<file path="src/lms_pkg.sv">
// ---------------------------------------------------------------------------
// lms_pkg
// command codes, register indexes and shared types of the scroll scanner
// ---------------------------------------------------------------------------
`timescale 1ns / 1ps

package lms_pkg;

  typedef enum logic [1:0] {
    CMD_WRITE = 2'd0,
    CMD_START = 2'd1,
    CMD_TICK  = 2'd2,
    CMD_NOP   = 2'd3
  } cmd_t;

  localparam logic [1:0] REG_DWELL   = 2'd0;
  localparam logic [1:0] REG_REFRESH = 2'd1;
  localparam logic [1:0] REG_LENGTH  = 2'd2;

  localparam logic [15:0] DWELL_RESET   = 16'd1000;
  localparam logic [7:0]  REFRESH_RESET = 8'd10;
  localparam logic [6:0]  LENGTH_RESET  = 7'd54;

  localparam int IDX_W  = 6;
  localparam int DATA_W = 8;
  localparam int CFG_W  = 16;

  // what the output stage needs besides the row data
  typedef struct packed {
    logic       running;
    logic       in_range;
    logic [7:0] col_en_n;
  } view_t;

endpackage

</file>
<file path="src/lms_scan_ctrl.sv">
// ---------------------------------------------------------------------------
// lms_scan_ctrl
// config registers, dwell/column/refresh/shift counters and read address
// ---------------------------------------------------------------------------
`timescale 1ns / 1ps

module lms_scan_ctrl
  import lms_pkg::*;
#(
  parameter int MESSAGE_DEPTH   = 64,
  parameter int DISPLAY_COLUMNS = 8,
  parameter int AW              = 6
) (
  input  logic              clk,
  input  logic              rst_n,
  input  logic              cfg_wr_en,
  input  logic [1:0]        cfg_index,
  input  logic [CFG_W-1:0]  cfg_wdata,
  input  logic              accept,
  input  cmd_t              cmd,
  output logic [AW-1:0]     rd_addr,
  output view_t             view
);

  localparam int CW = $clog2(DISPLAY_COLUMNS);
  localparam int SW = $clog2(MESSAGE_DEPTH + 1);
  localparam int LW = $clog2(MESSAGE_DEPTH + DISPLAY_COLUMNS + 128);
  localparam logic [CW-1:0] LAST_COL = CW'(DISPLAY_COLUMNS - 1);

  logic [15:0]   dwell_ticks_r;
  logic [7:0]    refreshes_r;
  logic [6:0]    length_r;

  logic [SW-1:0] shift_r, shift_nxt;
  logic [7:0]    refresh_r, refresh_nxt;
  logic [CW-1:0] lit_r, lit_nxt;
  logic [15:0]   dwell_r, dwell_nxt;
  logic          running_r, running_nxt;

  logic [LW-1:0] used_len;
  logic [LW-1:0] shift_inc;
  logic [16:0]   dwell_inc;
  logic [8:0]    refresh_inc;
  logic [LW-1:0] pos;

  always_ff @(posedge clk) begin
    if (!rst_n) begin
      dwell_ticks_r <= DWELL_RESET;
      refreshes_r   <= REFRESH_RESET;
      length_r      <= LENGTH_RESET;
    end else if (cfg_wr_en) begin
      unique case (cfg_index)
        REG_DWELL:   dwell_ticks_r <= cfg_wdata;
        REG_REFRESH: refreshes_r   <= cfg_wdata[7:0];
        REG_LENGTH:  length_r      <= cfg_wdata[6:0];
        default: ;
      endcase
    end
  end

  always_comb begin
    used_len = (LW'(length_r) > LW'(MESSAGE_DEPTH)) ? LW'(MESSAGE_DEPTH) : LW'(length_r);
    dwell_inc   = {1'b0, dwell_r} + 17'd1;
    refresh_inc = {1'b0, refresh_r} + 9'd1;
    shift_inc   = LW'(shift_r) + LW'(1);

    shift_nxt   = shift_r;
    refresh_nxt = refresh_r;
    lit_nxt     = lit_r;
    dwell_nxt   = dwell_r;
    running_nxt = running_r;

    unique case (cmd)
      CMD_START: begin
        shift_nxt   = '0;
        refresh_nxt = '0;
        lit_nxt     = '0;
        dwell_nxt   = '0;
        running_nxt = (used_len >= LW'(DISPLAY_COLUMNS));
      end
      CMD_TICK: begin
        if (running_r) begin
          if (dwell_inc < {1'b0, dwell_ticks_r}) begin
            dwell_nxt = dwell_inc[15:0];
          end else begin
            dwell_nxt = '0;
            if (lit_r != LAST_COL) begin
              lit_nxt = lit_r + CW'(1);
            end else begin
              lit_nxt = '0;
              if (refresh_inc < {1'b0, refreshes_r}) begin
                refresh_nxt = refresh_inc[7:0];
              end else begin
                refresh_nxt = '0;
                // window runs past the message end: blank and stop
                if (shift_inc + LW'(DISPLAY_COLUMNS) > used_len) begin
                  running_nxt = 1'b0;
                  shift_nxt   = '0;
                end else begin
                  shift_nxt = SW'(shift_inc);
                end
              end
            end
          end
        end
      end
      default: ;
    endcase
  end

  always_ff @(posedge clk) begin
    if (!rst_n) begin
      shift_r   <= '0;
      refresh_r <= '0;
      lit_r     <= '0;
      dwell_r   <= '0;
      running_r <= 1'b0;
    end else if (accept) begin
      shift_r   <= shift_nxt;
      refresh_r <= refresh_nxt;
      lit_r     <= lit_nxt;
      dwell_r   <= dwell_nxt;
      running_r <= running_nxt;
    end
  end

  // read address and column select come from the post-update state
  always_comb begin
    pos              = LW'(shift_nxt) + LW'(lit_nxt);
    rd_addr          = pos[AW-1:0];
    view.running     = running_nxt;
    view.in_range    = (pos < LW'(MESSAGE_DEPTH));
    view.col_en_n    = 8'hFF;
    for (int i = 0; i < 8; i++) begin
      if (LW'(lit_nxt) == LW'(i)) begin
        view.col_en_n[i] = 1'b0;
      end
    end
  end

endmodule

</file>
<file path="src/lms_msg_store.sv">
// ---------------------------------------------------------------------------
// lms_msg_store
// message column memory, one write and one registered read per cycle
// ---------------------------------------------------------------------------
`timescale 1ns / 1ps

module lms_msg_store
  import lms_pkg::*;
#(
  parameter int MESSAGE_DEPTH = 64,
  parameter int AW            = 6
) (
  input  logic              clk,
  input  logic              wr_en,
  input  logic [AW-1:0]     wr_addr,
  input  logic [DATA_W-1:0] wr_data,
  input  logic              rd_en,
  input  logic [AW-1:0]     rd_addr,
  output logic [DATA_W-1:0] rd_data
);

  logic [DATA_W-1:0] mem [MESSAGE_DEPTH];
  logic [DATA_W-1:0] rd_q_r;
  logic [DATA_W-1:0] fwd_data_r;
  logic              fwd_r;

  always_ff @(posedge clk) begin
    if (wr_en) begin
      mem[wr_addr] <= wr_data;
    end
  end

  // a write and a read of the same entry in one cycle: read sees the new data
  always_ff @(posedge clk) begin
    if (rd_en) begin
      rd_q_r     <= mem[rd_addr];
      fwd_r      <= wr_en && (wr_addr == rd_addr);
      fwd_data_r <= wr_data;
    end
  end

  assign rd_data = fwd_r ? fwd_data_r : rd_q_r;

endmodule

</file>
<file path="src/led_matrix_scroll_scanner.sv">
// ---------------------------------------------------------------------------
// led_matrix_scroll_scanner
// column-scan driver for an LED matrix that scrolls a stored message
// ---------------------------------------------------------------------------
// Every input transfer (column write, start or tick) yields exactly one output
// transfer carrying the row levels, active-low column enables and done flag as
// they stand after that command. The block takes one transfer per cycle when
// the output side is ready; each result passes through the message store
// read (single write port plus one registered read port) and then the
// output register. A write and a read of the same column in one transfer are
// forwarded. Configuration writes belong in idle periods. No clearing pass:
// unwritten store columns read as unknown.
`timescale 1ns / 1ps

module led_matrix_scroll_scanner
  import lms_pkg::*;
#(
  parameter int MESSAGE_DEPTH   = 64,
  parameter int DISPLAY_COLUMNS = 8
) (
  input  logic              clk,
  input  logic              rst_n,
  // configuration write port
  input  logic              cfg_wr_en,
  input  logic [1:0]        cfg_index,
  input  logic [CFG_W-1:0]  cfg_wdata,
  // command stream
  input  logic              in_tvalid,
  output logic              in_tready,
  input  logic [15:0]       in_tdata,   // [5:0] column_index, [13:6] column_data
  input  logic [1:0]        in_tuser,   // [1:0] cmd
  // display stream
  output logic              out_tvalid,
  input  logic              out_tready,
  output logic [15:0]       out_tdata,  // [7:0] row_drive, [15:8] column_enable_n
  output logic              out_tuser   // [0] scroll_done
);

  localparam int AW = $clog2(MESSAGE_DEPTH);
  localparam int IW = $clog2(MESSAGE_DEPTH + 64);

  logic              accept;
  cmd_t              cmd;
  logic [IDX_W-1:0]  col_index;
  logic [DATA_W-1:0] col_data;

  logic              wr_en;
  logic [AW-1:0]     rd_addr;
  logic [DATA_W-1:0] rd_data;
  view_t             view;

  // read stage: store output is valid here
  logic              a_valid_r;
  view_t             a_view_r;
  logic              a_move;

  // output register
  logic              out_valid_r;
  logic [7:0]        row_r;
  logic [7:0]        en_n_r;
  logic              done_r;

  assign cmd       = cmd_t'(in_tuser);
  assign col_index = in_tdata[5:0];
  assign col_data  = in_tdata[13:6];

  // the read stage hands over whenever the output register is free or draining
  assign a_move    = a_valid_r && (!out_valid_r || out_tready);
  assign in_tready = !a_valid_r || a_move;
  assign accept    = in_tvalid && in_tready;

  // writes beyond the store are dropped
  assign wr_en = accept && (cmd == CMD_WRITE) && (IW'(col_index) < IW'(MESSAGE_DEPTH));

  lms_scan_ctrl #(
    .MESSAGE_DEPTH   (MESSAGE_DEPTH),
    .DISPLAY_COLUMNS (DISPLAY_COLUMNS),
    .AW              (AW)
  ) u_ctrl (
    .clk       (clk),
    .rst_n     (rst_n),
    .cfg_wr_en (cfg_wr_en),
    .cfg_index (cfg_index),
    .cfg_wdata (cfg_wdata),
    .accept    (accept),
    .cmd       (cmd),
    .rd_addr   (rd_addr),
    .view      (view)
  );

  lms_msg_store #(
    .MESSAGE_DEPTH (MESSAGE_DEPTH),
    .AW            (AW)
  ) u_store (
    .clk     (clk),
    .wr_en   (wr_en),
    .wr_addr (AW'(col_index)),
    .wr_data (col_data),
    .rd_en   (accept),
    .rd_addr (rd_addr),
    .rd_data (rd_data)
  );

  // read stage bookkeeping
  always_ff @(posedge clk) begin
    if (!rst_n) begin
      a_valid_r <= 1'b0;
    end else if (accept) begin
      a_valid_r <= 1'b1;
    end else if (a_move) begin
      a_valid_r <= 1'b0;
    end
  end

  always_ff @(posedge clk) begin
    if (accept) begin
      a_view_r <= view;
    end
  end

  // output register: idle shows a blank display with done set
  always_ff @(posedge clk) begin
    if (!rst_n) begin
      out_valid_r <= 1'b0;
    end else if (a_move) begin
      out_valid_r <= 1'b1;
    end else if (out_tready) begin
      out_valid_r <= 1'b0;
    end
  end

  always_ff @(posedge clk) begin
    if (a_move) begin
      if (a_view_r.running) begin
        row_r  <= a_view_r.in_range ? rd_data : 8'h00;
        en_n_r <= a_view_r.col_en_n;
        done_r <= 1'b0;
      end else begin
        row_r  <= 8'h00;
        en_n_r <= 8'hFF;
        done_r <= 1'b1;
      end
    end
  end

  assign out_tvalid = out_valid_r;
  assign out_tdata  = {en_n_r, row_r};
  assign out_tuser  = done_r;

endmodule

</file>
<file path="config.mk">
export PLATFORM = sky130hd
export DESIGN_NAME = led_matrix_scroll_scanner
export DESIGN_NICKNAME = d
export VERILOG_FILES = /design/src/lms_pkg.sv /design/src/lms_scan_ctrl.sv /design/src/lms_msg_store.sv /design/src/led_matrix_scroll_scanner.sv
export SDC_FILE = /design/constraint.sdc
export NUM_CORES = 1
export LEC_CHECK = 0
export BUFFER_PORTS_ARGS = -buffer_cell sky130_fd_sc_hd__buf_2
export CAP_MARGIN = 20
export CORE_ASPECT_RATIO = 1.5
export CORE_MARGIN = 2
export CORE_UTILIZATION = 50
export CTS_BUF_LIST = sky130_fd_sc_hd__clkbuf_16
export DETAILED_ROUTE_END_ITERATION = 10
export PLACE_DENSITY = 0.74
export REMOVE_ABC_BUFFERS = 1
export SKIP_CTS_REPAIR_TIMING = 1
export SLEW_MARGIN = 10
export SYNTH_ARGS = -nofsm -noshare
export SYNTH_HDL_FRONTEND = slang
export SYNTH_SLANG_ARGS = --single-unit
</file>
<file path="constraint.sdc">
create_clock -name clk -period 6.7 [get_ports clk]
set_input_delay 1.34 -clock clk [delete_from_list [all_inputs] [get_ports clk]]
set_output_delay 1.34 -clock clk [all_outputs]
set_load 0.1 [all_outputs]
</file>
==> Word level (Yosys, flattened, before mapping) <==
Memories as Yosys holds them, arrays and structs flattened. A register that Yosys moved wholly into a read port is not among the register bits.
Index checks and enable logic that the tools add are counted.
{ "totals": {"n_memories": 1, "mem_bits_rw": 512, "output_inout_bits": 19, "ff_bits": 104} }
{ "op_classes": {"n_mux": 41, "order_cmp": 6, "n_reduce_logical": 20, "eq_ne": 16, "addsub": 6} }
{ "mem_list": {"columns": ["memory", "words", "width", "rd", "rd_ports_with_merged_regs", "write_ports", "line", "rtl"], "rows": [
  ["u_store.mem", 64, 8, 1, 1, 1, "lms_msg_store.sv:22", "logic [DATA_W-1:0] mem [MESSAGE_DEPTH];"]
]} }
{ "op_table": {"columns": ["operator", "n"], "rows": [
  ["7-bit two-way mux", 6],
  ["8-bit two-way mux", 5],
  ["16-bit two-way mux", 2],
  ["16-bit one-hot mux with 2 select lines", 1],
  ["1-bit two-way mux", 20],
  ["16-bit by 1-bit adder with 17-bit output, second input constant", 1],
  ["17-bit by 16-bit < comparator with 1-bit output", 1],
  ["8-bit one-hot mux with 2 select lines", 1],
  ["7-bit one-hot mux with 2 select lines", 1],
  ["3-bit == test, second input constant", 4],
  ["8-bit by 1-bit adder with 9-bit output, second input constant", 1],
  ["9-bit by 8-bit < comparator with 1-bit output", 1],
  ["3-bit two-way mux", 3],
  ["7-bit by 1-bit adder with 8-bit output, second input constant", 1],
  ["7-bit by 3-bit adder with 8-bit output", 1],
  ["8-bit by 4-bit adder with 8-bit output, second input constant", 1],
  ["8-bit by 4-bit >= comparator with 1-bit output, second input constant", 1],
  ["8-bit > comparator", 1],
  ["8-bit by 7-bit < comparator with 1-bit output, second input constant", 1],
  ["2-bit AND reduction", 4],
  ["7-bit > comparator, second input constant", 1],
  ["3-bit by 2-bit == test with 1-bit output, second input constant", 2],
  ["6-bit == test", 1],
  ["3-bit one-hot mux with 2 select lines", 1],
  ["16 further kinds", 27]
]} }

==> Longest topological paths before layout <==
Gate-level depths: netlist (run 1).
{ "depth": {"depth_word": 12, "mapped_depth": 23} }

==> Cells and area by module <==
Synthesis (run 1) repeated with hierarchy kept, for this count alone.
{ "unflattened": {"hier_cells": 1559, "area_unflattened_um2": 26324.0} }
{ "by_module_without_submodules": {"columns": ["module", "n_inst", "area_per_inst_um2", "cells_each"], "rows": [
  ["lms_msg_store", 1, 20867.5, 950],
  ["lms_scan_ctrl", 1, 4424.2, 554],
  ["led_matrix_scroll_scanner", 1, 1032.2, 55]
]} }

==> Least setup slack after synthesis (run 1) <==
Ideal clock, no wire load.
{ "synth_timing": {"kind": "reg2reg", "start": "register u_ctrl.shift_r[0]", "end": "register u_store.rd_q_r[0], read port of u_store.mem, data pin", "period_less_slack_ns": 6.326, "t_required_ns": 6.428, "setup_slack_ns": 0.374, "arrival_ns": 6.054, "stages_incl_launch_ff": 24, "setup_ns": 0.272, "path_buffers": 4, "path_cell_list": "dfxtp_1 > ha_1 > and3_1 > xnor2_1 > ha_1 > xor2_1 > xnor2_1 > ha_1 > and3_1 > a221oi_1 > a32oi_1 > a21o_1 > or3_4 > nor2_1 > mux2_2 > ha_1 > clkbuf_1 > buf_2 > buf_1 > buf_1 > mux4_2 > mux2i_1 > a211oi_1 > or4_1"} }
{ "synth_via": {"elab_chain_cells": 10} }
{ "synth_lines": {"columns": ["item", "line", "rtl"], "rows": [
  ["from (decl)", "lms_scan_ctrl.sv:34", "logic [SW-1:0] shift_r, shift_nxt;"],
  ["from (signal assigned)", "lms_scan_ctrl.sv:119", "shift_r <= shift_nxt;"],
  ["7-bit by 1-bit adder with 8-bit output", "lms_scan_ctrl.sv:65", "shift_inc = LW'(shift_r) + LW'(1);"],
  ["8-bit by 4-bit adder with 8-bit output", "lms_scan_ctrl.sv:96", "if (shift_inc + LW'(DISPLAY_COLUMNS) > used_len) begin"],
  ["8-bit > comparator", "lms_scan_ctrl.sv:96", null],
  ["7-bit two-way mux", "lms_scan_ctrl.sv:96", null],
  ["7-bit two-way mux", "lms_scan_ctrl.sv:91", "if (refresh_inc < {1'b0, refreshes_r}) begin"],
  ["7-bit two-way mux", "lms_scan_ctrl.sv:87", "if (lit_r != LAST_COL) begin"],
  ["7-bit two-way mux", "lms_scan_ctrl.sv:83", "if (dwell_inc < {1'b0, dwell_ticks_r}) begin"],
  ["7-bit two-way mux", "lms_scan_ctrl.sv:82", "if (running_r) begin"],
  ["7-bit one-hot mux with 2 select lines *", "lms_scan_ctrl.sv:73", "unique case (cmd)"],
  ["via u_ctrl.shift_nxt[0]", "lms_scan_ctrl.sv:34", null],
  ["7-bit by 3-bit adder with 8-bit output *", "lms_scan_ctrl.sv:129", "pos = LW'(shift_nxt) + LW'(lit_nxt);"],
  ["to (decl)", "lms_msg_store.sv:23", "logic [DATA_W-1:0] rd_q_r;"]
]} }
The timed path passes the listed nets; every way through them passes the cells marked *.
A chain may end at the register's enable or synchronous reset.

==> Final worst setup path (run 1) <==
{ "layout_timing": {"start": "register u_ctrl.shift_r[1]", "end": "register u_store.rd_q_r[3], read port of u_store.mem, data pin"} }
{ "layout_via": {"elab_chain_cells": 10} }
{ "layout_lines": {"columns": ["item", "line"], "rows": [
  ["7-bit by 1-bit adder with 8-bit output", "lms_scan_ctrl.sv:65"],
  ["8-bit by 4-bit adder with 8-bit output", "lms_scan_ctrl.sv:96"],
  ["8-bit > comparator", "lms_scan_ctrl.sv:96"],
  ["7-bit two-way mux", "lms_scan_ctrl.sv:96"],
  ["7-bit two-way mux", "lms_scan_ctrl.sv:91"],
  ["7-bit two-way mux", "lms_scan_ctrl.sv:87"],
  ["7-bit two-way mux", "lms_scan_ctrl.sv:83"],
  ["7-bit two-way mux", "lms_scan_ctrl.sv:82"],
  ["7-bit one-hot mux with 2 select lines", "lms_scan_ctrl.sv:73"],
  ["via u_ctrl.shift_nxt[0]", "lms_scan_ctrl.sv:34"],
  ["7-bit by 3-bit adder with 8-bit output", "lms_scan_ctrl.sv:129"]
]} }
The timed path passes the listed nets, and every way through them passes these cells.

==> impl_metrics.env, run 1 <==
export IMPL_status="complete, no violations"
export IMPL_grt_start_max_net_pins=66
export IMPL_die_h_um=284
export IMPL_power_density_nw_per_um2=279
export IMPL_ys_seq_elements=624
export IMPL_ant_nets=0
export IMPL_timing_fmax_ghz=0.156
export IMPL_initial_core_util=0.507
export IMPL_r2r_cells=23
export IMPL_syn_inst=1581
export IMPL_fin_skew_ns=0.0165
export IMPL_synth_area_leaders="edfxtp_1, mux4_2, dfxtp_1, mux2i_1, nor2_1"
export IMPL_grt_pass1_wl_um=85400
export IMPL_grt_overflow=0
export IMPL_dieArea_um2=54300
export IMPL_dp_slack_ns=0.0938
export IMPL_whs_path_depth=2
export IMPL_ys_types=76
export IMPL_cp_start_kind="flip-flop"
export IMPL_netlist_area_um2=26200
export IMPL_viasPerCell=5.93
export IMPL_top_usage_layer="met2"
export IMPL_wl_um=56400
export IMPL_avgSynthCellArea_um2=16.6
export IMPL_wl_per_cell_um=23.5
export IMPL_grt_pass1_vias=14561
export IMPL_path_class="flip-flop to flip-flop"
export IMPL_yosysSeqAreaShare=0.689
export IMPL_cts_made_buffers=55
export IMPL_drtIter0Drc=1169
export IMPL_cts_tree="yes"
export IMPL_die_w_um=191
export IMPL_hold_ws_ns=0.461
export IMPL_clk_pin_slew_ns=0.07
export IMPL_slew_viol_final=0
export IMPL_ios=60
export IMPL_worst_pin_slew_ns=1.00
export IMPL_root_buffer="clkbuf_16"
export IMPL_reg2reg_slack_ns=0.30
export IMPL_yosys_area_top_type="edfxtp_1"
export IMPL_yosys_warnings=0
export IMPL_use_met3=0.0283
export IMPL_slowest_delay_ns=0.66
export IMPL_setup_viol=0
export IMPL_cts_sinks=624
export IMPL_crit_path_start="u_ctrl.shift_r[1]"
export IMPL_gp_congestion=0.865
export IMPL_r2r_start="u_ctrl.shift_r[1]"
export IMPL_cp_common_cell="ha_1"
export IMPL_port_buffer_count=57
export IMPL_holdPathEnd="u_ctrl.dwell_ticks_r[13]"
export IMPL_grt_use_met1=0.257
export IMPL_crit_path_cell_trace="ha_1 > and3_2 > xnor2_1 > ha_1 > xor2_1 > xnor2_1 > ha_1 > and3_1 > a221oi_1 > a32oi_1 > a21o_1 > or3_4 > nor2_2 > mux2_2 > ha_4 > fa_4 > buf_12 > buf_12 > mux4_2 > mux2i_1 > mux2_2 > nor3_1 > or4_1"
export IMPL_fin_crit_sh=0.956
export IMPL_layout_nets=1756
export IMPL_leakagePower_nw=9.90
export IMPL_first_pass_iters=5
export IMPL_ir_drop_mv=0.205
export IMPL_relSlewSlack=0.330
export IMPL_place_area_um2=27600
export IMPL_n_antenna_cell=0
export IMPL_crit_family="adder cells"
export IMPL_use_met2=0.373
export IMPL_worst_r2r_endpoint="u_store.rd_q_r[3]"
export IMPL_fin_crit_ns=6.40
export IMPL_mostFrequentLayoutCell="edfxtp_1"
export IMPL_syn_to_final_growth_pct=12.7
export IMPL_h_tree_depth=2
export IMPL_required_ns=7.03
export IMPL_drive_gt1_frac=0.220
export IMPL_hold_class="flip-flop to flip-flop"
export IMPL_maxCapViolCount=0
export IMPL_cp_max_fo=31
export IMPL_slowest_stage="fa_4"
export IMPL_cp_num_buf_inv=2
export IMPL_ys_flop_type="edfxtp_1"
export IMPL_hold_viol=0
export IMPL_vias=14198
export IMPL_clockBufferDepth=3
export IMPL_hp_start="u_ctrl.dwell_ticks_r[13]"
export IMPL_yosys_area_top_type_share=0.637
export IMPL_setup_tns_ns=0
export IMPL_final_cell_area_um2=29500
export IMPL_synth_edf_count=556
export IMPL_core_area_um2=51700
export IMPL_layout_common_cells="edfxtp_1, nor2_1, mux4_2"
export IMPL_post_dp_hpwl_um=36000
export IMPL_antenna_found_initial=2
export IMPL_synthArstFlopShare=0
export IMPL_row_count=102
export IMPL_grtUsageTotal=0.209
export IMPL_clk_latency_ns=0.60
export IMPL_cp_end_kind="flip-flop"
export IMPL_worst_slack_ns=0.296
export IMPL_drc=0
export IMPL_rsz0062_at_grt="false"
export IMPL_cp_arrival_ns=6.73
[state kept, by name, indices dropped and copies added, names as in the netlist]
signal and flops:
row_r 8, u_ctrl.length_r 7, u_ctrl.running_r 1, u_ctrl.refresh_r 8, a_view_r 10, out_tuser 1, u_ctrl.dwell_r 16, u_ctrl.lit_r 3
u_ctrl.shift_r 7, a_valid_r 1, en_n_r 8, u_store.rd_q_r 8, u_ctrl.refreshes_r 8, u_store.fwd_r 1, u_store.fwd_data_r 8, u_store.mem 512
out_tvalid 1, u_ctrl.dwell_ticks_r 16
[cells in the mapped netlist (all sizes together) (9+ instances only)]
| cell type | number |
|---|---|
| dfxtp | 68 |
| edfxtp | 556 |
| ha | 41 |
| o211ai | 9 |
| nor2b | 22 |
| xor2 | 13 |
| inv | 35 |
| a211oi | 38 |
| clkbuf | 50 |
| nor2 | 139 |
| o21ai | 18 |
| nor3 | 19 |
| mux2i | 70 |
| buf | 22 |
| or4 | 11 |
| mux2 | 18 |
| xnor2 | 25 |
| nand2b | 10 |
| mux4 | 128 |
| a21oi | 54 |
| a21o | 9 |
| nand3 | 34 |
| nand2 | 104 |
[through the flow]
stage / utilization / power (mW) / instances
2_1_floorplan: - / 4.86 / 1509
3_3_place_gp: 0.534 / 5.06 / 2291
3_5_place_dp: 0.534 / 5.08 / 2291
4_1_cts: 0.570 / 8.28 / 2395
5_1_grt: 0.571 / 8.47 / 2396
6_report: 0.571 / 8.25 / 2396
[how the worst max path moves through the flow]
stage                              to  slack (ns)  cells past startpoint
floorplan           u_store.rd_q_r[6]       -3.42                     20
global placement    u_store.rd_q_r[0]        0.23                     23
detailed placement  u_store.rd_q_r[0]        0.09                     23
CTS                 u_store.rd_q_r[0]        0.06                     23
global route        u_store.rd_q_r[0]       0.008                     23
finish              u_store.rd_q_r[3]        0.30                     23
[worst register-to-register path: cells and delay by family, from the launching register on]
kind | cells | cell delay [ns]
adder cells (fa/ha/maj) | 5 | 1.57
AND/OR/NAND/NOR | 6 | 1.52
multiplexers | 4 | 1.12
AO/OA/AOI/OAI | 3 | 0.69
XOR/XNOR | 3 | 0.46
buffers and inverters | 2 | 0.44
flip-flops | 1 | 0.35
[report_power, final]
group | switching (mW) | total, mW | internal, mW | leakage, nW
Sequential | 0.0177 | 4.29 | 4.27 | 5.55
Clock | 1.41 | 3.25 | 1.84 | 0.911
Combinational | 0.409 | 0.707 | 0.297 | 3.44
[final cells by class]
| cell class | count | area, um2 |
|---|---|---|
| Fill cell | 3839 | 22200 |
| Clock buffer | 56 | 1400 |
| Tap cell | 676 | 846 |
| Inverter | 37 | 139 |
| Timing Repair Buffer | 107 | 838 |
| Clock inverter | 48 | 478 |
| Multi-Input combinational cell | 848 | 7770 |
| Sequential cell | 624 | 18100 |
[per-layer routing]
layer / vias up / wire length [um]
met5: - / 33
met4: 4 / 2080
met3: 127 / 3120
met2: 483 / 29900
met1: 7210 / 21300
li1: 6374 / -
[kinds of logic after synthesis]
| logic type | synth area share |
|---|---|
| mux | 0.145 |
| buf+inv | 0.0169 |
| fa+ha+maj | 0.0207 |
| compound gates | 0.0477 |
| flops | 0.689 |
| simple gates | 0.0679 |
| xor+xnor | 0.0130 |
No activity file was read; power rests on OpenSTA's default activity.
==> run 2: changes to the inputs <==
--- a/config.mk
+++ b/config.mk
@@ -7,7 +7,7 @@
 export LEC_CHECK = 0
 export BUFFER_PORTS_ARGS = -buffer_cell sky130_fd_sc_hd__buf_2
 export CAP_MARGIN = 20
-export CORE_ASPECT_RATIO = 1.5
+export CORE_ASPECT_RATIO = 1.1
 export CORE_MARGIN = 2
 export CORE_UTILIZATION = 50
 export CTS_BUF_LIST = sky130_fd_sc_hd__clkbuf_16
==> run 2 against run 1 <==
First-iteration DRC count grew 9.2%. Cell count shrank 0.33%. Clock power grew 3%. Sequential cell count is the same. Sequential share of layout area is essentially flat. Power grew 0.86%. Critical endpoint is now u_store.rd_q_r[2]. Largest cell class unchanged.
==> impl_metrics.env, run 2 (synthesis results as in run 1) <==
export IMPL_initial_core_util=0.509
export IMPL_leakagePower_nw=9.94
export IMPL_first_pass_iters=6
export IMPL_row_count=87
export IMPL_crit_path_cell_trace="ha_1 > and3_1 > xnor2_1 > ha_1 > xor2_1 > xnor2_1 > ha_1 > and3_1 > and3_1 > a32oi_1 > a21o_1 > or3_4 > nor2_2 > mux2_2 > ha_4 > fa_4 > buf_12 > mux4_2 > nor2b_1 > a211oi_1 > a211oi_1 > or4_1"
export IMPL_grt_overflow=0
export IMPL_ir_drop_mv=0.217
export IMPL_reg_top3="u_store.mem: 512 flops, u_ctrl.dwell_r: 16 flops, u_ctrl.dwell_ticks_r: 16 flops"
export IMPL_largest_reg_flops=512
export IMPL_crit_family="adder cells"
export IMPL_h_tree_depth=2
export IMPL_grt_pass1_wl_um=84600
export IMPL_antenna_found_initial=0
export IMPL_grt_pass1_vias=14050
export IMPL_clockBufferDepth=3
export IMPL_use_met3=0.0278
export IMPL_dieArea_um2=54200
export IMPL_p_sw_mw=1.85
export IMPL_core_area_um2=51500
export IMPL_cp_num_buf_inv=1
export IMPL_grt_start_max_net_pins=66
export IMPL_grtUsageTotal=0.206
export IMPL_mostFrequentLayoutCell="edfxtp_1"
export IMPL_wl_per_cell_um=23.1
export IMPL_post_dp_hpwl_um=34200
export IMPL_vias=14103
export IMPL_fin_crit_ns=6.38
export IMPL_worst_pin_slew_ns=1.07
export IMPL_comb_power_share=0.082
export IMPL_finalNonFillerCells=2388
export IMPL_cp_end_kind="flip-flop"
export IMPL_cp_start_kind="flip-flop"
export IMPL_grt_use_met1=0.277
export IMPL_slowest_delay_ns=0.80
export IMPL_cts_tree="yes"
export IMPL_layout_common_cells="edfxtp_1, nor2_1, mux4_2"
export IMPL_port_buffer_count=57
export IMPL_die_w_um=222
export IMPL_final_cell_area_um2=29500
export IMPL_cts_made_buffers=61
export IMPL_utilization=0.574
export IMPL_use_met2=0.345
export IMPL_syn_to_final_growth_pct=12.7
export IMPL_ant_nets=0
export IMPL_path_class="flip-flop to flip-flop"
export IMPL_root_buffer="clkbuf_16"
export IMPL_largest_register="u_store.mem"
export IMPL_swShare=0.222
export IMPL_fin_crit_sh=0.953
export IMPL_rsz0062_at_grt="false"
export IMPL_hold_viol=0
export IMPL_drive_gt1_frac=0.209
export IMPL_die_h_um=244
export IMPL_placedCellCount=2269
export IMPL_drc=0
export IMPL_clk_latency_ns=0.64
export IMPL_p_int_mw=6.47
export IMPL_fin_skew_ns=0.0262
export IMPL_timing_fmax_ghz=0.157
export IMPL_cp_max_fo=37
export IMPL_clk_pin_slew_ns=0.06
export IMPL_wl_um=55100
export IMPL_hold_class="flip-flop to flip-flop"
export IMPL_top_usage_layer="met2"
export IMPL_viasPerCell=5.91
export IMPL_status="complete, no violations"
export IMPL_cts_sinks=624
export IMPL_dp_slack_ns=0.268
export IMPL_clockPowerShare=0.402
export IMPL_power_density_nw_per_um2=282
export IMPL_maxCapViolCount=0
export IMPL_cp_arrival_ns=6.75
export IMPL_layout_nets=1751
export IMPL_ios=60
export IMPL_required_ns=7.07
export IMPL_drtIter0Drc=1277
export IMPL_place_area_um2=27500
export IMPL_setup_viol=0
export IMPL_relSlewSlack=0.282
export IMPL_slowest_stage="fa_4"
export IMPL_slew_viol_final=0
export IMPL_p_seq_frac=0.516
export IMPL_worst_slack_ns=0.316
export IMPL_hold_ws_ns=0.463
export IMPL_gp_congestion=0.821
-- run 2: cell types whose count changed in the layout (fill, tap and decap cells not counted), sizes merged --
cell	change
buf	-11
inv	+8
clkbuf	+6
clkinvlp	-3
bufinv	-2
clkinv	+2
diode	+1
-- run 2: worst paths after layout --
| kind | cells after the start | end | from | slack, ns |
|---|---|---|---|---|
| max | 22 | u_store.rd_q_r[2] | u_ctrl.shift_r[0] | 0.32 |
| min | 2 | u_ctrl.dwell_ticks_r[1] | u_ctrl.dwell_ticks_r[1] | 0.46 |
| max reg2reg | 22 | u_store.rd_q_r[2] | u_ctrl.shift_r[0] | 0.32 |
| min reg2reg | 2 | u_ctrl.dwell_ticks_r[1] | u_ctrl.dwell_ticks_r[1] | 0.46 |
-- run 2: worst register-to-register path, stage by stage, from the launching register on --
cell and delay (ns):
dfxtp_1 0.44, ha_1 0.21, and3_1 0.25, xnor2_1 0.14, ha_1 0.24, xor2_1 0.18, xnor2_1 0.15, ha_1 0.26
and3_1 0.20, and3_1 0.18, a32oi_1 0.31, a21o_1 0.21, or3_4 0.18, nor2_2 0.06, mux2_2 0.31, ha_4 0.18
fa_4 0.80, buf_12 0.25, mux4_2 0.38, nor2b_1 0.16, a211oi_1 0.37, a211oi_1 0.15, or4_1 0.51
-- run 2: layout make-up --
cell class	instances	area (um2)
Fill cell	3827	22000
Sequential cell	624	18100
Multi-Input combinational cell	848	7750
Clock buffer	62	1550
Tap cell	667	835
Timing Repair Buffer	96	744
Clock inverter	53	448
Inverter	37	139
Antenna cell	1	2.50
-- run 2: through the flow --
stage	total power [mW]	setup TNS, ns
after floorplan	4.86	-30.15
after global placement	5.04	0
after detailed placement	5.05	0
after CTS	8.37	0
after global routing	8.56	0
final	8.32	0
-- run 2: per-layer routing --
| layer | part of all wire | vias to the layer above |
|---|---|---|
| met5 | 0 | - |
| met4 | 0.033 | 0 |
| met3 | 0.064 | 117 |
| met2 | 0.50 | 519 |
| met1 | 0.41 | 7079 |
| li1 | - | 6388 |
-- run 2: power by group through the flow --
| stage | clock network, mW | logic (mW) | registers [mW] |
|---|---|---|---|
| floorplan | 0 | 0.465 | 4.40 |
| global placement | 0 | 0.664 | 4.37 |
| detailed placement | 0 | 0.678 | 4.38 |
| CTS | 3.39 | 0.683 | 4.29 |
| global route | 3.53 | 0.732 | 4.29 |
| finish | 3.34 | 0.682 | 4.29 |
==> run 3: changes to the inputs <==
--- a/config.mk
+++ b/config.mk
@@ -9,13 +9,12 @@
 export CAP_MARGIN = 20
 export CORE_ASPECT_RATIO = 1.1
 export CORE_MARGIN = 2
-export CORE_UTILIZATION = 50
+export CORE_UTILIZATION = 45
 export CTS_BUF_LIST = sky130_fd_sc_hd__clkbuf_16
 export DETAILED_ROUTE_END_ITERATION = 10
-export PLACE_DENSITY = 0.74
+export PLACE_DENSITY = 0.68
 export REMOVE_ABC_BUFFERS = 1
 export SKIP_CTS_REPAIR_TIMING = 1
-export SLEW_MARGIN = 10
 export SYNTH_ARGS = -nofsm -noshare
 export SYNTH_HDL_FRONTEND = slang
 export SYNTH_SLANG_ARGS = --single-unit
==> run 3 against run 2 <==
Die area grew 11%. Hold slack barely moved. Register-to-register slack improved by 0.03 ns. Critical path type unchanged. Largest cell class unchanged.
==> impl_metrics.env, run 3 (synthesis results as in run 1) <==
export IMPL_ir_drop_mv=0.213
export IMPL_wl_um=56400
export IMPL_post_dp_hpwl_um=34700
export IMPL_gp_congestion=0.845
export IMPL_drc=0
export IMPL_reg_top3="u_store.mem: 512 flops, u_ctrl.dwell_r: 16 flops, u_ctrl.dwell_ticks_r: 16 flops"
export IMPL_n_antenna_cell=0
export IMPL_whs_path_depth=2
export IMPL_ant_nets=0
export IMPL_r2r_cells=22
export IMPL_required_ns=7.04
export IMPL_clockBufferDepth=3
export IMPL_root_buffer="clkbuf_16"
export IMPL_vias=14140
export IMPL_final_cell_area_um2=29800
export IMPL_swShare=0.220
export IMPL_maxCapViolCount=0
export IMPL_slew_viol_final=0
export IMPL_crit_path_cell_trace="ha_1 > and3_1 > xnor2_1 > ha_1 > xor2_1 > xnor2_1 > ha_1 > and3_1 > a221oi_1 > a32oi_1 > a21o_1 > or3_4 > nor2_1 > mux2_2 > ha_4 > fa_4 > buf_12 > mux4_2 > mux2i_1 > mux2_2 > a21oi_1 > or4_1"
export IMPL_first_pass_iters=6
export IMPL_fin_crit_sh=0.948
export IMPL_power_mw=8.41
export IMPL_layout_nets=1761
export IMPL_place_area_um2=27600
export IMPL_drive_gt1_frac=0.213
export IMPL_grt_overflow=0
export IMPL_rsz0062_at_grt="false"
export IMPL_timing_fmax_ghz=0.157
export IMPL_h_tree_depth=2
export IMPL_wl_per_cell_um=22.7
export IMPL_relSlewSlack=0.322
export IMPL_holdPathEnd="u_ctrl.dwell_ticks_r[13]"
export IMPL_clk_latency_ns=0.63
export IMPL_grt_start_max_net_pins=66
export IMPL_setup_tns_ns=0
export IMPL_reg2reg_slack_ns=0.35
export IMPL_path_class="flip-flop to flip-flop"
export IMPL_p_seq_frac=0.510
export IMPL_hold_viol=0
export IMPL_row_count=92
export IMPL_hp_start="u_ctrl.dwell_ticks_r[13]"
export IMPL_p_sw_mw=1.85
export IMPL_cp_num_buf_inv=1
export IMPL_fill_cells=4546
export IMPL_port_buffer_count=57
export IMPL_cp_common_cell="ha_1"
export IMPL_status="complete, no violations"
export IMPL_dieArea_um2=60200
export IMPL_p_int_mw=6.56
export IMPL_cp_end_kind="flip-flop"
export IMPL_layout_common_cells="edfxtp_1, nor2_1, mux4_2"
export IMPL_ios=60
export IMPL_cts_made_buffers=61
export IMPL_cp_start_kind="flip-flop"
export IMPL_hold_class="flip-flop to flip-flop"
export IMPL_leakagePower_nw=10.0
export IMPL_die_h_um=257
export IMPL_die_w_um=234
export IMPL_slowest_delay_ns=0.66
export IMPL_fin_crit_ns=6.35
export IMPL_worst_pin_slew_ns=1.02
export IMPL_comb_power_share=0.082
export IMPL_clk_pin_slew_ns=0.06
export IMPL_largest_reg_flops=512
export IMPL_cp_max_fo=41
export IMPL_worst_r2r_endpoint="u_store.rd_q_r[4]"
export IMPL_grt_pass1_vias=14334
export IMPL_largest_register="u_store.mem"
export IMPL_fin_skew_ns=0.0259
export IMPL_clockPowerShare=0.409
export IMPL_cts_tree="yes"
export IMPL_setup_viol=0
export IMPL_cp_arrival_ns=6.70
export IMPL_grtUsageTotal=0.189
export IMPL_slowest_stage="fa_4"
export IMPL_viasPerCell=5.71
export IMPL_r2r_start="u_ctrl.shift_r[1]"
export IMPL_drtIter0Drc=1235
export IMPL_antenna_found_initial=2
export IMPL_grt_pass1_wl_um=85000
export IMPL_cts_sinks=624
export IMPL_crit_family="simple AND/OR/NAND/NOR gates"
export IMPL_power_density_nw_per_um2=283
export IMPL_hold_ws_ns=0.463
export IMPL_core_area_um2=57400
export IMPL_mostFrequentLayoutCell="edfxtp_1"
export IMPL_initial_core_util=0.456
export IMPL_syn_to_final_growth_pct=13.6
==> run 3: cell count changes in the layout (fill, tap and decap cells not counted), moves of 3 or more <==
cell | before | now
buf_12 | 12 | 15
bufinv_16 | 6 | 9
inv_1 | 48 | 45
clkinvlp_4 | 5 | 1
buf_2 | 52 | 57
==> run 3: how the worst max path moves through the flow <==
stage,to,slack (ns),from,cells after the start
finish,u_store.rd_q_r[4],0.35,u_ctrl.shift_r[1],22
global placement,u_store.rd_q_r[4],0.28,u_ctrl.dwell_r[2],23
detailed placement,u_store.rd_q_r[4],0.21,u_ctrl.dwell_r[2],23
floorplan,u_store.rd_q_r[6],-3.42,u_ctrl.shift_r[0],20
global route,u_store.rd_q_r[4],0.01,u_ctrl.dwell_r[5],22
CTS,u_store.rd_q_r[4],0.14,u_ctrl.dwell_r[2],23
==> run 3: power groups by stage <==
| stage | Sequential [mW] | Clock, mW | Combinational [mW] |
|---|---|---|---|
| 2_1_floorplan | 4.40 | 0 | 0.465 |
| 3_3_place_gp | 4.37 | 0 | 0.669 |
| 3_5_place_dp | 4.37 | 0 | 0.684 |
| 4_1_cts | 4.29 | 3.50 | 0.688 |
| 5_1_grt | 4.29 | 3.66 | 0.737 |
| 6_report | 4.29 | 3.44 | 0.687 |
==> run 3: metrics by stage <==
step | utilization | cells | worst slack [ns]
2_1_floorplan | - | 1509 | -3.42
3_3_place_gp | 0.481 | 2361 | 0.283
3_5_place_dp | 0.481 | 2361 | 0.211
4_1_cts | 0.516 | 2472 | 0.142
5_1_grt | 0.518 | 2478 | 0.0126
6_report | 0.518 | 2478 | 0.346
==> run 3: metal layers <==
| metal | wire, um | share of wire | track usage |
|---|---|---|---|
| met5 | 31 | 0.00055 | 0 |
| met4 | 1460 | 0.026 | 0.0568 |
| met3 | 3310 | 0.059 | 0.0345 |
| met2 | 27600 | 0.49 | 0.306 |
| met1 | 24000 | 0.43 | 0.260 |
==> run 3: area by class of cell <==
class	count	area, um2	share of cell area
Clock inverter	50	499	0.0168
Multi-Input combinational cell	848	7750	0.261
Inverter	37	139	0.00467
Tap cell	752	941	0.0316
Clock buffer	61	1530	0.0513
Timing Repair Buffer	106	845	0.0284
Sequential cell	624	18100	0.607
==> run 3: worst reg2reg max path, stage by stage (launching register included) <==
cell	delay, ns
dfxtp_1	0.40
ha_1	0.20
and3_1	0.26
xnor2_1	0.15
ha_1	0.24
xor2_1	0.18
xnor2_1	0.14
ha_1	0.26
and3_1	0.20
a221oi_1	0.26
a32oi_1	0.14
a21o_1	0.23
or3_4	0.40
nor2_1	0.22
mux2_2	0.25
ha_4	0.14
fa_4	0.66
buf_12	0.22
mux4_2	0.37
mux2i_1	0.26
mux2_2	0.25
a21oi_1	0.06
or4_1	0.56
